**src/sv/rwl_pkg.sv**
```systemverilog
// Shared types, constants and codes for the round-trip window latency latch.
`default_nettype none
package rwl_pkg;

  localparam int unsigned WINDOW_DEF      = 32;
  localparam int unsigned MIN_SAMPLES_DEF = 12;
  localparam int unsigned MAX_DELAY_DEF   = 15;

  localparam int unsigned TIME_W  = 48;
  localparam int unsigned GEN_W   = 32;
  localparam int unsigned DWELL_W = 32;
  localparam int unsigned RTT_W   = 21;
  localparam int unsigned DLY_W   = 4;
  localparam int unsigned FP_W    = 20;
  localparam int unsigned STAT_W  = 3;
  localparam int unsigned MODE_W  = 2;
  localparam int unsigned ACC_W   = 25;

  localparam int unsigned IN_W    = 168;
  localparam int unsigned CFG_IDX_W  = 8;
  localparam int unsigned CFG_DATA_W = 20;

  localparam logic [TIME_W-1:0] MAX_RTT_US     = 48'd2000000;
  localparam logic [TIME_W-1:0] STALL_FLOOR_US = 48'd50000;
  localparam logic [TIME_W-1:0] RISE_GAP_US    = 48'd150000;
  localparam logic [TIME_W-1:0] DECAY_GAP_US   = 48'd300000;
  localparam int unsigned       STALL_MIN_COUNT = 4;
  localparam logic [FP_W-1:0]   FP_RESET       = 20'd16667;
  localparam logic [DLY_W-1:0]  DIV_CAP        = 4'd15;

  localparam logic [CFG_IDX_W-1:0] REG_PROBE_ENABLE   = 8'd0;
  localparam logic [CFG_IDX_W-1:0] REG_DELAY_FLOOR    = 8'd1;
  localparam logic [CFG_IDX_W-1:0] REG_FALLBACK_DELAY = 8'd2;
  localparam logic [CFG_IDX_W-1:0] REG_FRAME_PERIOD   = 8'd3;

  typedef enum logic [STAT_W-1:0] {
    ST_ACCEPTED = 3'd0,
    ST_DISABLED = 3'd1,
    ST_STALE    = 3'd2,
    ST_CLOCK    = 3'd3,
    ST_TOO_LONG = 3'd4,
    ST_STALL    = 3'd5,
    ST_DELAY    = 3'd6,
    ST_RESET    = 3'd7
  } status_t;

  typedef enum logic [MODE_W-1:0] {
    MODE_ACK   = 2'd0,
    MODE_QUERY = 2'd1,
    MODE_RESET = 2'd2,
    MODE_SPARE = 2'd3
  } mode_t;

  typedef struct packed {
    logic             probe_enable;
    logic [DLY_W-1:0] delay_floor;
    logic [DLY_W-1:0] fallback_delay;
    logic [FP_W-1:0]  frame_len_us;
  } cfg_t;

  typedef enum logic [4:0] {
    S_IDLE, S_DECODE, S_ACK_SUB, S_ACK_CHK, S_STALL_RD, S_STALL_CK,
    S_OLD_RD, S_OLD_CAP, S_DEL_RD, S_DEL_CK, S_INS_RD, S_INS_CK,
    S_INS_BOT, S_INS_END, S_Q_RD, S_Q_CAP, S_DIV, S_LATCH,
    S_FIN_MED, S_FIN_P95, S_FIN_CAP, S_DONE
  } state_t;

endpackage
`default_nettype wire

```
**src/sv/rwl_ram.sv**
```systemverilog
// Simple memory: one write port, one read port with registered read data.
`default_nettype none
module rwl_ram #(
  parameter int unsigned DEPTH = 32,
  parameter int unsigned W     = 21,
  localparam int unsigned AW   = $clog2(DEPTH)
) (
  input  wire logic          clk,
  input  wire logic          we,
  input  wire logic [AW-1:0] waddr,
  input  wire logic [W-1:0]  wdata,
  input  wire logic [AW-1:0] raddr,
  output logic      [W-1:0]  rdata
);

  logic [W-1:0] mem [DEPTH];

  always_ff @(posedge clk) begin
    if (we) begin
      mem[waddr] <= wdata;
    end
    rdata <= mem[raddr];
  end

endmodule
`default_nettype wire

```
**src/sv/rwl_core.sv**
```systemverilog
// Sequencer and shared datapath: sample checks, sorted-window upkeep, target and latch.
`default_nettype none
module rwl_core
  import rwl_pkg::*;
#(
  parameter int unsigned WINDOW      = WINDOW_DEF,
  parameter int unsigned MIN_SAMPLES = MIN_SAMPLES_DEF,
  parameter int unsigned MAX_DELAY   = MAX_DELAY_DEF,
  localparam int unsigned IDX_W      = $clog2(WINDOW),
  localparam int unsigned CNT_W      = $clog2(WINDOW + 1)
) (
  input  wire logic               clk,
  input  wire logic               rst_n,
  input  wire cfg_t               cfg,
  input  wire logic               in_valid,
  output logic                    in_ready,
  input  wire logic [MODE_W-1:0]  in_mode,
  input  wire logic [TIME_W-1:0]  in_now,
  input  wire logic [GEN_W-1:0]   in_gen,
  input  wire logic [TIME_W-1:0]  in_stamp,
  input  wire logic [DWELL_W-1:0] in_dwell,
  output logic                    res_valid,
  input  wire logic               res_take,
  output logic [STAT_W-1:0]       res_status,
  output logic [DLY_W-1:0]        res_delay,
  output logic [RTT_W-1:0]        res_median,
  output logic [RTT_W-1:0]        res_p95,
  output logic [CNT_W-1:0]        res_count,
  output logic [GEN_W-1:0]        res_gen
);

  localparam logic [CNT_W-1:0] WIN_C   = CNT_W'(WINDOW);
  localparam logic [CNT_W-1:0] MIN_C   = CNT_W'(MIN_SAMPLES);
  localparam logic [CNT_W-1:0] STALL_C = CNT_W'(STALL_MIN_COUNT);
  localparam logic [IDX_W:0]   LAST_I  = (IDX_W+1)'(WINDOW - 1);
  localparam logic [4:0]       MAXD_C  = 5'(MAX_DELAY);

  state_t state_r, state_nxt;

  logic [MODE_W-1:0]  mode_r;
  logic [TIME_W-1:0]  now_r, stamp_r, rtt_r, rise_r, decay_r;
  logic [GEN_W-1:0]   agen_r, gen_r;
  logic [DWELL_W-1:0] dwell_r;
  logic [STAT_W-1:0]  status_r;
  logic [DLY_W-1:0]   delay_r, lval_r;
  logic               lvalid_r, found_r;
  logic [CNT_W-1:0]   cnt_r;
  logic [IDX_W-1:0]   head_r;
  logic [IDX_W:0]     idx_r;
  logic [RTT_W-1:0]   old_r, p95q_r, med_o_r, p95_o_r;
  logic [DLY_W-1:0]   k_r;
  logic [ACC_W-1:0]   acc_r;

  // memory ports
  logic               srt_we, ring_we;
  logic [IDX_W-1:0]   srt_waddr, srt_raddr, ring_raddr;
  logic [RTT_W-1:0]   srt_wdata, srt_rdata, ring_rdata;

  rwl_ram #(.DEPTH(WINDOW), .W(RTT_W)) u_sorted (
    .clk(clk), .we(srt_we), .waddr(srt_waddr), .wdata(srt_wdata),
    .raddr(srt_raddr), .rdata(srt_rdata)
  );

  rwl_ram #(.DEPTH(WINDOW), .W(RTT_W)) u_ring (
    .clk(clk), .we(ring_we), .waddr(head_r), .wdata(rtt_r[RTT_W-1:0]),
    .raddr(ring_raddr), .rdata(ring_rdata)
  );

  // percentile positions of the current window
  logic [CNT_W-1:0] cm1;
  logic [31:0]      y19, q95;
  logic [IDX_W-1:0] med_idx, p95_idx;

  always_comb begin
    cm1     = cnt_r - CNT_W'(1);
    y19     = 32'(cm1) * 32'd19;
    q95     = (y19 * 32'd3277) >> 16;
    med_idx = IDX_W'(cm1 >> 1);
    p95_idx = q95[IDX_W-1:0];
  end

  logic [RTT_W-1:0] rtt_v;
  assign rtt_v = rtt_r[RTT_W-1:0];

  // target and latch step
  logic [ACC_W-1:0] two_f;
  logic [24:0]      twelve_f;
  logic             big;
  logic [4:0]       tgt, newl;
  logic [TIME_W-1:0] el_rise, el_decay;
  logic             set_rise, set_decay;
  logic [DLY_W-1:0] fb_max;

  always_comb begin
    two_f    = ACC_W'({cfg.frame_len_us, 1'b0});
    twelve_f = 25'({cfg.frame_len_us, 3'b0}) + 25'({cfg.frame_len_us, 2'b0});
    big      = (cfg.frame_len_us != '0) && (25'(p95q_r) >= twelve_f);
    tgt      = 5'(k_r) + 5'd1 + 5'(big);
    if (tgt < 5'(cfg.delay_floor)) tgt = 5'(cfg.delay_floor);
    if (tgt > MAXD_C) tgt = MAXD_C;
    el_rise  = now_r - rise_r;
    el_decay = now_r - decay_r;
    newl      = 5'(lval_r);
    set_rise  = 1'b0;
    set_decay = 1'b0;
    if (!lvalid_r) begin
      newl = tgt;
      set_rise = 1'b1;
      set_decay = 1'b1;
    end else if (tgt > 5'(lval_r)) begin
      if (el_rise >= RISE_GAP_US) begin
        newl = 5'(lval_r) + 5'd1;
        set_rise = 1'b1;
        set_decay = 1'b1;
      end
    end else if (tgt < 5'(lval_r)) begin
      if (el_decay >= DECAY_GAP_US) begin
        if (lval_r != '0) newl = 5'(lval_r) - 5'd1;
        set_decay = 1'b1;
      end
    end else begin
      set_rise = 1'b1;
      set_decay = 1'b1;
    end
    if (newl < 5'(cfg.delay_floor)) newl = 5'(cfg.delay_floor);
    if (newl > MAXD_C) newl = MAXD_C;
    fb_max = (cfg.fallback_delay > cfg.delay_floor) ? cfg.fallback_delay : cfg.delay_floor;
  end

  // next state
  always_comb begin
    state_nxt = state_r;
    case (state_r)
      S_IDLE:   if (in_valid) state_nxt = S_DECODE;
      S_DECODE: begin
        case (mode_r)
          MODE_RESET: state_nxt = S_FIN_MED;
          MODE_ACK: begin
            if (!cfg.probe_enable || agen_r != gen_r || stamp_r > now_r) begin
              state_nxt = S_FIN_MED;
            end else begin
              state_nxt = S_ACK_SUB;
            end
          end
          default: state_nxt = (cnt_r < MIN_C) ? S_FIN_MED : S_Q_RD;
        endcase
      end
      S_ACK_SUB:  state_nxt = S_ACK_CHK;
      S_ACK_CHK: begin
        if (rtt_r > MAX_RTT_US) state_nxt = S_FIN_MED;
        else if (cnt_r >= STALL_C) state_nxt = S_STALL_RD;
        else state_nxt = S_OLD_RD;
      end
      S_STALL_RD: state_nxt = S_STALL_CK;
      S_STALL_CK: begin
        if (srt_rdata != '0 && rtt_r > TIME_W'({srt_rdata, 2'b0}) &&
            rtt_r > STALL_FLOOR_US) begin
          state_nxt = S_FIN_MED;
        end else begin
          state_nxt = S_OLD_RD;
        end
      end
      S_OLD_RD: state_nxt = S_OLD_CAP;
      S_OLD_CAP: begin
        if (cnt_r == WIN_C) state_nxt = S_DEL_RD;
        else if (cnt_r == '0) state_nxt = S_INS_BOT;
        else state_nxt = S_INS_RD;
      end
      S_DEL_RD:  state_nxt = S_DEL_CK;
      S_DEL_CK:  state_nxt = (idx_r == LAST_I) ? S_INS_RD : S_DEL_RD;
      S_INS_RD:  state_nxt = S_INS_CK;
      S_INS_CK: begin
        if (srt_rdata > rtt_v) state_nxt = (idx_r == '0) ? S_INS_BOT : S_INS_RD;
        else state_nxt = S_INS_END;
      end
      S_INS_BOT: state_nxt = S_INS_END;
      S_INS_END: state_nxt = S_FIN_MED;
      S_Q_RD:    state_nxt = S_Q_CAP;
      S_Q_CAP:   state_nxt = S_DIV;
      S_DIV: begin
        if (cfg.frame_len_us == '0 || acc_r >= ACC_W'(p95q_r) || k_r == DIV_CAP) begin
          state_nxt = S_LATCH;
        end
      end
      S_LATCH:   state_nxt = S_FIN_MED;
      S_FIN_MED: state_nxt = S_FIN_P95;
      S_FIN_P95: state_nxt = S_FIN_CAP;
      S_FIN_CAP: state_nxt = S_DONE;
      S_DONE:    if (res_take) state_nxt = S_IDLE;
      default:   state_nxt = S_IDLE;
    endcase
  end

  // memory control and handshake outputs
  always_comb begin
    srt_we     = 1'b0;
    srt_waddr  = '0;
    srt_wdata  = rtt_v;
    srt_raddr  = '0;
    ring_we    = 1'b0;
    ring_raddr = head_r;
    in_ready   = (state_r == S_IDLE);
    res_valid  = (state_r == S_DONE);
    case (state_r)
      S_STALL_RD: srt_raddr = med_idx;
      S_OLD_CAP:  ring_we = 1'b1;
      S_DEL_RD,
      S_INS_RD:   srt_raddr = idx_r[IDX_W-1:0];
      S_DEL_CK: begin
        srt_we    = found_r;
        srt_waddr = IDX_W'(idx_r - 1'b1);
        srt_wdata = srt_rdata;
      end
      S_INS_CK: begin
        srt_we    = 1'b1;
        srt_waddr = IDX_W'(idx_r + 1'b1);
        srt_wdata = (srt_rdata > rtt_v) ? srt_rdata : rtt_v;
      end
      S_INS_BOT:  srt_we = 1'b1;
      S_Q_RD:     srt_raddr = p95_idx;
      S_FIN_MED:  srt_raddr = med_idx;
      S_FIN_P95:  srt_raddr = p95_idx;
      default: ;
    endcase
  end

  always_ff @(posedge clk) begin
    if (!rst_n) begin
      state_r  <= S_IDLE;
      gen_r    <= GEN_W'(1);
      cnt_r    <= '0;
      head_r   <= '0;
      lvalid_r <= 1'b0;
      lval_r   <= '0;
      rise_r   <= '0;
      decay_r  <= '0;
    end else begin
      state_r <= state_nxt;
      case (state_r)
        S_IDLE: begin
          mode_r  <= in_mode;
          now_r   <= in_now;
          agen_r  <= in_gen;
          stamp_r <= in_stamp;
          dwell_r <= in_dwell;
        end
        S_DECODE: begin
          delay_r <= '0;
          rtt_r   <= now_r - stamp_r;
          case (mode_r)
            MODE_RESET: begin
              gen_r    <= gen_r + GEN_W'(1);
              cnt_r    <= '0;
              head_r   <= '0;
              lvalid_r <= 1'b0;
              lval_r   <= '0;
              rise_r   <= '0;
              decay_r  <= '0;
              status_r <= ST_RESET;
            end
            MODE_ACK: begin
              if (!cfg.probe_enable) status_r <= ST_DISABLED;
              else if (agen_r != gen_r) status_r <= ST_STALE;
              else status_r <= ST_CLOCK;
            end
            default: begin
              status_r <= ST_DELAY;
              delay_r  <= lvalid_r ? lval_r : fb_max;
            end
          endcase
        end
        S_ACK_SUB: if (TIME_W'(dwell_r) < rtt_r) rtt_r <= rtt_r - TIME_W'(dwell_r);
        S_ACK_CHK: status_r <= ST_TOO_LONG;
        S_STALL_CK: status_r <= ST_STALL;
        S_OLD_CAP: begin
          old_r   <= ring_rdata;
          found_r <= 1'b0;
          idx_r   <= (cnt_r == WIN_C) ? '0 : (IDX_W+1)'(cnt_r - CNT_W'(1));
        end
        S_DEL_CK: begin
          if (!found_r && srt_rdata == old_r) found_r <= 1'b1;
          idx_r <= (idx_r == LAST_I) ? (IDX_W+1)'(WINDOW - 2) : idx_r + 1'b1;
        end
        S_INS_CK: idx_r <= idx_r - 1'b1;
        S_INS_END: begin
          status_r <= ST_ACCEPTED;
          head_r   <= (32'(head_r) == WINDOW - 1) ? '0 : head_r + 1'b1;
          if (cnt_r < WIN_C) cnt_r <= cnt_r + CNT_W'(1);
        end
        S_Q_CAP: begin
          p95q_r <= srt_rdata;
          k_r    <= '0;
          acc_r  <= '0;
        end
        S_DIV: begin
          if (state_nxt == S_DIV) begin
            k_r   <= k_r + 1'b1;
            acc_r <= acc_r + two_f;
          end
        end
        S_LATCH: begin
          lvalid_r <= 1'b1;
          lval_r   <= newl[DLY_W-1:0];
          delay_r  <= newl[DLY_W-1:0];
          if (set_rise) rise_r <= now_r;
          if (set_decay) decay_r <= now_r;
        end
        S_FIN_P95: med_o_r <= (cnt_r == '0) ? '0 : srt_rdata;
        S_FIN_CAP: p95_o_r <= (cnt_r == '0) ? '0 : srt_rdata;
        default: ;
      endcase
    end
  end

  assign res_status = status_r;
  assign res_delay  = delay_r;
  assign res_median = med_o_r;
  assign res_p95    = p95_o_r;
  assign res_count  = cnt_r;
  assign res_gen    = gen_r;

endmodule
`default_nettype wire

```
**src/sv/rtt_window_latency_latch.sv**
```systemverilog
// Top level: configuration registers, core sequencer and the result register.
// A query with a full measurement walks the frame-count loop, and an accepted
//   sample walks the sorted window once or twice, with a read and a check per entry.
// Throughput: one item at a time; the next item is taken the cycle after the
//   result enters the output register. Reset (rst_n low, synchronous) empties the
//   window, sets the generation to one and loads register reset values; no clearing pass.
`default_nettype none
module rtt_window_latency_latch
  import rwl_pkg::*;
#(
  parameter int unsigned WINDOW      = WINDOW_DEF,
  parameter int unsigned MIN_SAMPLES = MIN_SAMPLES_DEF,
  parameter int unsigned MAX_DELAY   = MAX_DELAY_DEF,
  localparam int unsigned CNT_W      = $clog2(WINDOW + 1),
  localparam int unsigned OUT_BITS   = 103 + CNT_W,
  localparam int unsigned OUT_W      = ((OUT_BITS + 7) / 8) * 8
) (
  input  wire logic                  clk,
  input  wire logic                  rst_n,
  // mode, now_us, ack_generation, ack_stamp_us, ack_dwell_us (lowest bit up)
  input  wire logic [IN_W-1:0]       in_tdata,
  input  wire logic                  in_tvalid,
  output logic                       in_tready,
  // status, latched_delay_out, rtt_median, p95_us, jitter_us, samples_held,
  // has_measurement, current_generation (lowest bit up)
  output logic [OUT_W-1:0]           out_tdata,
  output logic                       out_tvalid,
  input  wire logic                  out_tready,
  input  wire logic                  cfg_valid,
  output logic                       cfg_ready,
  input  wire logic [CFG_IDX_W-1:0]  cfg_index,
  input  wire logic [CFG_DATA_W-1:0] cfg_data
);

  cfg_t cfg_r;

  // registers take writes at any time; software must write only while idle, which the block does not enforce
  assign cfg_ready = 1'b1;

  always_ff @(posedge clk) begin
    if (!rst_n) begin
      cfg_r.probe_enable    <= 1'b0;
      cfg_r.delay_floor     <= '0;
      cfg_r.fallback_delay  <= '0;
      cfg_r.frame_len_us    <= FP_RESET;
    end else if (cfg_valid) begin
      case (cfg_index)
        REG_PROBE_ENABLE:   cfg_r.probe_enable    <= cfg_data[0];
        REG_DELAY_FLOOR:    cfg_r.delay_floor     <= cfg_data[DLY_W-1:0];
        REG_FALLBACK_DELAY: cfg_r.fallback_delay  <= cfg_data[DLY_W-1:0];
        REG_FRAME_PERIOD:   cfg_r.frame_len_us    <= cfg_data[FP_W-1:0];
        default: ;
      endcase
    end
  end

  logic               res_valid, res_take;
  logic [STAT_W-1:0]  res_status;
  logic [DLY_W-1:0]   res_delay;
  logic [RTT_W-1:0]   res_median, res_p95, jitter;
  logic [CNT_W-1:0]   res_count;
  logic [GEN_W-1:0]   res_gen;

  rwl_core #(
    .WINDOW(WINDOW), .MIN_SAMPLES(MIN_SAMPLES), .MAX_DELAY(MAX_DELAY)
  ) u_core (
    .clk(clk), .rst_n(rst_n), .cfg(cfg_r),
    .in_valid(in_tvalid), .in_ready(in_tready),
    .in_mode(in_tdata[1:0]),
    .in_now(in_tdata[49:2]),
    .in_gen(in_tdata[81:50]),
    .in_stamp(in_tdata[129:82]),
    .in_dwell(in_tdata[161:130]),
    .res_valid(res_valid), .res_take(res_take),
    .res_status(res_status), .res_delay(res_delay),
    .res_median(res_median), .res_p95(res_p95),
    .res_count(res_count), .res_gen(res_gen)
  );

  // jitter saturates at zero
  assign jitter = (res_p95 > res_median) ? res_p95 - res_median : '0;

  // load the result register when it is empty or being drained
  assign res_take = !out_tvalid || out_tready;

  logic             out_valid_r;
  logic [OUT_W-1:0] out_data_r;

  always_ff @(posedge clk) begin
    if (!rst_n) begin
      out_valid_r <= 1'b0;
    end else if (res_valid && res_take) begin
      out_valid_r <= 1'b1;
    end else if (out_tready) begin
      out_valid_r <= 1'b0;
    end
  end

  always_ff @(posedge clk) begin
    if (res_valid && res_take) begin
      out_data_r <= OUT_W'({res_gen, (res_count >= CNT_W'(MIN_SAMPLES)), res_count,
                            jitter, res_p95, res_median, res_delay, res_status});
    end
  end

  assign out_tvalid = out_valid_r;
  assign out_tdata  = out_data_r;

endmodule
`default_nettype wire

```
**config.mk**
```make
export PLATFORM = sky130hd
export DESIGN_NAME = rtt_window_latency_latch
export DESIGN_NICKNAME = d
export VERILOG_FILES = /design/src/sv/rwl_pkg.sv /design/src/sv/rwl_ram.sv /design/src/sv/rwl_core.sv /design/src/sv/rtt_window_latency_latch.sv
export SDC_FILE = /design/constraint.sdc
export NUM_CORES = 2
export LEC_CHECK = 0
export ABC_AREA = 1
export BUFFER_PORTS_ARGS = -buffer_cell sky130_fd_sc_hd__clkbuf_2
export CORE_MARGIN = 5
export CORE_UTILIZATION = 50
export DETAILED_ROUTE_END_ITERATION = 10
export PLACE_DENSITY = 0.69
export SYNTH_ARGS = -nofsm -noshare
export SYNTH_HDL_FRONTEND = slang
export SYNTH_SLANG_ARGS = --single-unit
```
**constraint.sdc**
```tcl
create_clock -name clk -period 13.19 [get_ports clk]
set_input_delay 0.6595 -clock clk [delete_from_list [all_inputs] [get_ports clk]]
set_output_delay 0.6595 -clock clk [all_outputs]
set_load 0.03 [all_outputs]
```
* After elaboration in Yosys (flattened, before gate mapping) *
Memory sizes are Yosys's and may differ from the RTL's. A register that Yosys moved wholly into a read port is not among the register bits.
Index checks and enable logic that the tools add are counted.

word-level totals
  flip-flop bits (word level) = 625
  RAM bits = 1344
  input bits = 201
  output and inout port bits = 115
  logic and storage cells = 251
  memories kept = 2

cells by class
  $add $sub $neg = 18
  multiply operators = 2
  $lt $le $gt $ge = 22
  equality and inequality tests = 39
  multiplexer cells = 80
  reduce and logical (&&, ||, !) cells = 57

memories
  name                 words  width  read ports  clocked after Yosys merged registers in  write ports  RTL line       RTL
  u_core.u_ring.mem    32     21     1           1                                        1            rwl_ram.sv:16  logic [W-1:0] mem [DEPTH];
  u_core.u_sorted.mem  32     21     1           1                                        1            rwl_ram.sv:16

operator list
  operator               count
  $pmux 48 s2            3
  $mux 48                4
  $sub 48x48->48         3
  $pmux 5 s21            1
  $mux 5                 20
  $pmux 25 s2            1
  $ge 48x18->1 const B   1
  $ge 48x19->1 const B   1
  $gt 48x16->1 const B   1
  $gt 48x21->1 const B   1
  $gt 48x23->1           1
  $gt 48x48->1           1
  $lt 32x48->1           1
  $sub 48x32->48         1
  $gt 21x21->1           2
  $mux 21                2
  $pmux 21 s2            1
  $eq 5x4->1 const B     8
  $eq 5x5->1 const B     8
  $add 32x1->32 const B  1
  $ne 32x32->1           1
  $pmux 5 s2             3
  $reduce_and 2->1       15
  $add 25x21->25         1
  61 further kinds       136

* Longest topological paths before layout *
  depth in word-level cells = 17
  gate-level depth with buffers = 54
  gate-level depth less buffers = 54

* By module *
From an unflattened synthesis, not the netlist that was laid out.

second synthesis, totals
  cells, all modules = 10851
  area, all modules = 101061.9 um^2

by module, submodules not included
  module                      instances  cells each  area an instance (um^2)  sequential area each (um^2)
  rwl_core                    1          5586        39843.2                  13072.5
  rwl_ram at u_core.u_sorted  1          2338        27567.7                  20599.8
  rwl_ram at u_core.u_ring    1          2338        27566.4                  20599.8
  rtt_window_latency_latch    1          589         6084.6                   3873.7

* Worst setup path before layout *
No wires, ideal clock.

  path kind = input -> register
  from = input rst_n
  to = register u_core.agen_r[0], enable pin
  setup time = 0.882 ns
  data arrival time = 12.505 ns
  required time = 12.308 ns
  slack = -0.197 ns
  cell stages on the path = 5
  buffers on the path = 3
  path through = clkbuf_1 -> inv_2 -> clkbuf_1 -> buf_1 -> nor3_1

on the way
  cells in the longest elaborated chain, start to end = 1

RTL lines
  item                               RTL line                        RTL
  start, declared                    rtt_window_latency_latch.sv:19  input wire logic rst_n,
  $reduce_and 2->1 (no source line)  --
  end signal, assigned               rwl_core.sv:243                 agen_r <= in_gen;
  end, declared                      rwl_core.sv:42                  logic [GEN_W-1:0] agen_r, gen_r;

Every way passes these cells.
A chain may end at the register's enable or synchronous reset.

* Final worst setup path *
  from = register u_core.cnt_r[0], in the netlist u_core.res_count[0]
  to = register u_core.u_sorted.rdata[18], read port of u_core.u_sorted.mem

on the way
  cells in the longest elaborated chain, start to end = 4

RTL lines
  item                    RTL line         RTL
  start, declared         rwl_core.sv:47   logic [CNT_W-1:0] cnt_r;
  start signal, assigned  rwl_core.sv:288  if (cnt_r < WIN_C) cnt_r <= cnt_r + CNT_W'(1);
  $sub 6x1->6 (*)         rwl_core.sv:75   cm1 = cnt_r - CNT_W'(1);
  $mul 6x5->11            rwl_core.sv:76   y19 = 32'(cm1) * 32'd19;
  $mul 11x12->21          rwl_core.sv:77   q95 = (y19 * 32'd3277) >> 16;
  $pmux 5 s3 (*)          rwl_core.sv:204  case (state_r)
  end, declared           rwl_ram.sv:13    output logic [W-1:0] rdata

Mark *: on every way between the ends. The rest lies on a longest branch, timed or not.

==> results.cfg <==
[floorplan]
dieHeight_um = 455
coreArea_um2 = 197000
row_count = 163
dieArea_um2 = 207000
ios = 316
fp.dieW_um = 455
start_util = 0.502

[worst_setup_path]
end_kind = flop
required_ns = 13.95
timing.rr.start = u_core.res_count[0]
slowest_delay_ns = 0.65
cp-start-kind = flop
cp_slowest_cell = dfxtp_1
path_buf_inv = 7
path_class = flop to flop
path_common_cell = nand2_1
path_delay_family = adder cells
crit_arrival_ns = 11.26
worst-path-max-fanout = 30
crit_start = u_core.res_count[0]

[power_and_ir_drop]
fin_total_pwr_mw = 31.4
power_density_nw_per_um2 = 279
peakVddDrop_mv = 1.55
p_leak_nw = 44.2

[timing]
slew_viol_final = 0
finClkSkew_ns = 0.0604
fin_tns_setup_ns = 0
hold_viol = 0
fin_crit_ns = 10.50
tightest_slew_ns = 1.31
slew_headroom = 0.125
setup_viol = 0
fmax_ghz = 0.0953
rsz0062_at_grt = false
finalCritPeriodShare = 0.796

[clock_tree]
clock-sinks = 2010
cts_tree = built
cts_max_path_buffers = 3
post_cts_resized = 0
clk_pin_slew_ns = 0.06
clockRootBuffer = clkbuf_16
clock_latency_ns = 0.89
cts_buffers = 205
cts.htree.levels = 4

[hold_path]
hold_path_class = input pin to flop
hp-start = in_tdata[31]

[placement]
gp_congestion = 0.958
dpl.hpwl_um = 197000
port_buffers = 305
placedCellCount = 12700

[status]
outcome = finished, final reports clean

[global_routing]
grt_use_total = 0.277
grt_overflow_total = 0
grt_max_degree = 207
grt_pass1_vias = 72500
grt_antenna_before_repair = 11
grt_pass1_wl_um = 437000

[cells_and_area]
regArea_um2 = 58200
final_cell_mix = nand2_1 (1974), edfxtp_1 (1789), inv_1 (1141)
fin_nets = 11100
drive_gt1_frac = 0.0971
fin_cells = 13200
syn_to_final_growth_pct = 13.8
multi_input_area_um2 = 35400
fillers = 16500
final_common_cell = nand2_1

[run]
cap_violations = 0

[synthesis]
avgSynthCellArea_um2 = 9.94
synth_cell_types = 77
yosysWarningCount = 0
syn_inst = 9943
synthArstFlopShare = 0
syn_area_um2 = 98900
synth_ff_type = edfxtp_1
ys_seq_area_frac = 0.588
synth_seq_cells = 2010
synth_edf_count = 1789

[route]
highest_layer = met5
met3WireLength_um = 22500
drt-met1-wl_um = 121000
drtIter0Drc = 8010
vias = 75400
wl_um = 293000
post_drt_wl_per_cell_um = 22.2
first_pass_iters = 8
vias_per_cell = 5.70
drc_errors = 0
ant_nets = 0
route.met2.wl_um = 137000
## worst register-to-register path: cells and delay by family (launching register included)
| family | cells | cell delay [ns] |
|---|---|---|
| AOI/OAI and AO/OA | 9 | 1.81 |
| and+or+nand+nor | 16 | 2.12 |
| buffers and inverters | 7 | 1.45 |
| adders and majority gates | 10 | 4.36 |
| DFF | 1 | 0.65 |
## final timing paths
kind,end,slack (ns),cells after the start
worst min register to register,u_core.old_r[6],0.40,0
worst min-delay path,u_core.now_r[29],0.04,1
worst max-delay path,u_core.u_sorted.rdata[18],2.69,42
worst max register to register,u_core.u_sorted.rdata[18],2.69,42
## power by group
group | internal, mW | switching, mW | leakage, nW
sequential | 7.65 | 0.388 | 18.0
clock | 3.38 | 2.55 | 3.34
combinational | 6.61 | 10.9 | 22.9
## routing by layer
| metal | track usage | vias up |
|---|---|---|
| li1 | - | 35400 |
| met1 | 0.376 | 36500 |
| met2 | 0.455 | 2984 |
| met3 | 0.0378 | 546 |
| met4 | 0.109 | 2 |
| met5 | 0 | - |
## cells in the mapped netlist (13+ instances only)
master	n	area, um2
or2_2	77	482
nor3_1	82	410
fa_1	38	761
a221oi_1	42	368
o21ai_1	34	170
inv_2	18	67.6
a211oi_1	81	608
a21boi_0	13	97.6
inv_1	1144	4290
o21bai_1	29	218
nor4_1	28	175
buf_2	55	275
nand3_1	406	2030
nand4_1	66	413
buf_1	16	60.1
o22ai_1	174	1090
xnor2_1	59	517
o21ai_0	737	3690
o211ai_1	149	1120
o221ai_1	31	272
dfxtp_1	221	4420
a22o_1	38	333
o21a_1	27	203
clkbuf_1	272	1020
nor2_2	14	87.6
edfxtp_1	1789	53700
nand2_1	1979	7430
nand3b_1	32	240
xor2_1	74	648
nor2_1	1039	3900
a31oi_1	33	206
ha_1	433	5420
a21oi_1	564	2820
## flip-flops by register name, indices dropped and copies added, names as in the netlist, 6 cells and up
name                   count
u_core.rtt_r              48
u_core.res_gen            32
u_core.u_sorted.mem      672
out_tdata                109
cfg_r                     29
u_core.acc_r              24
u_core.now_r              48
u_core.u_ring.mem        672
u_core.res_count           6
u_core.stamp_r            48
u_core.res_p95            21
u_core.dwell_r            32
u_core.agen_r             32
u_core.p95q_r             21
u_core.idx_r               6
u_core.u_ring.rdata       21
u_core.decay_r            48
u_core.res_median         21
u_core.rise_r             48
u_core.old_r              21
u_core.u_sorted.rdata     21
## area by class of cell
cell class,instances,share of cell area
clock buffers,262,0.0482
repair buffers,615,0.0383
diodes,3,0.0000667
well taps,2640,0.0294
multi-input cells,6406,0.314
inverters,1170,0.0392
clock inverters,125,0.0134
flip-flops and latches,2010,0.517
## logic make-up after synthesis
family          synth area share
flops                      0.588
simple gates               0.158
other cells            0.0000760
buf+inv                   0.0595
mux                     0.000203
xor+xnor                  0.0118
fa+ha+maj                 0.0625
compound gates             0.119
## what timing repair did
action,CTS,global route
setup buffers,0,0
hold buffers,159,0
endpoints found under the hold margin,159,0
## metrics by stage
| stage | hold WS [ns] | utilization | area, um2 | worst slack, ns |
|---|---|---|---|---|
| final | 0.0411 | 0.571 | 113000 | 2.69 |
| after global routing | 0.0168 | 0.571 | 113000 | 2.00 |
| after CTS | 0.00143 | 0.571 | 112000 | 2.73 |
| after global placement | 0.390 | 0.528 | 104000 | 2.88 |
| after detailed placement | 0.389 | 0.528 | 104000 | 2.76 |
| after floorplan | 0.386 | - | 98900 | 4.88 |
Note: power is estimated with default switching activity, not from simulation.
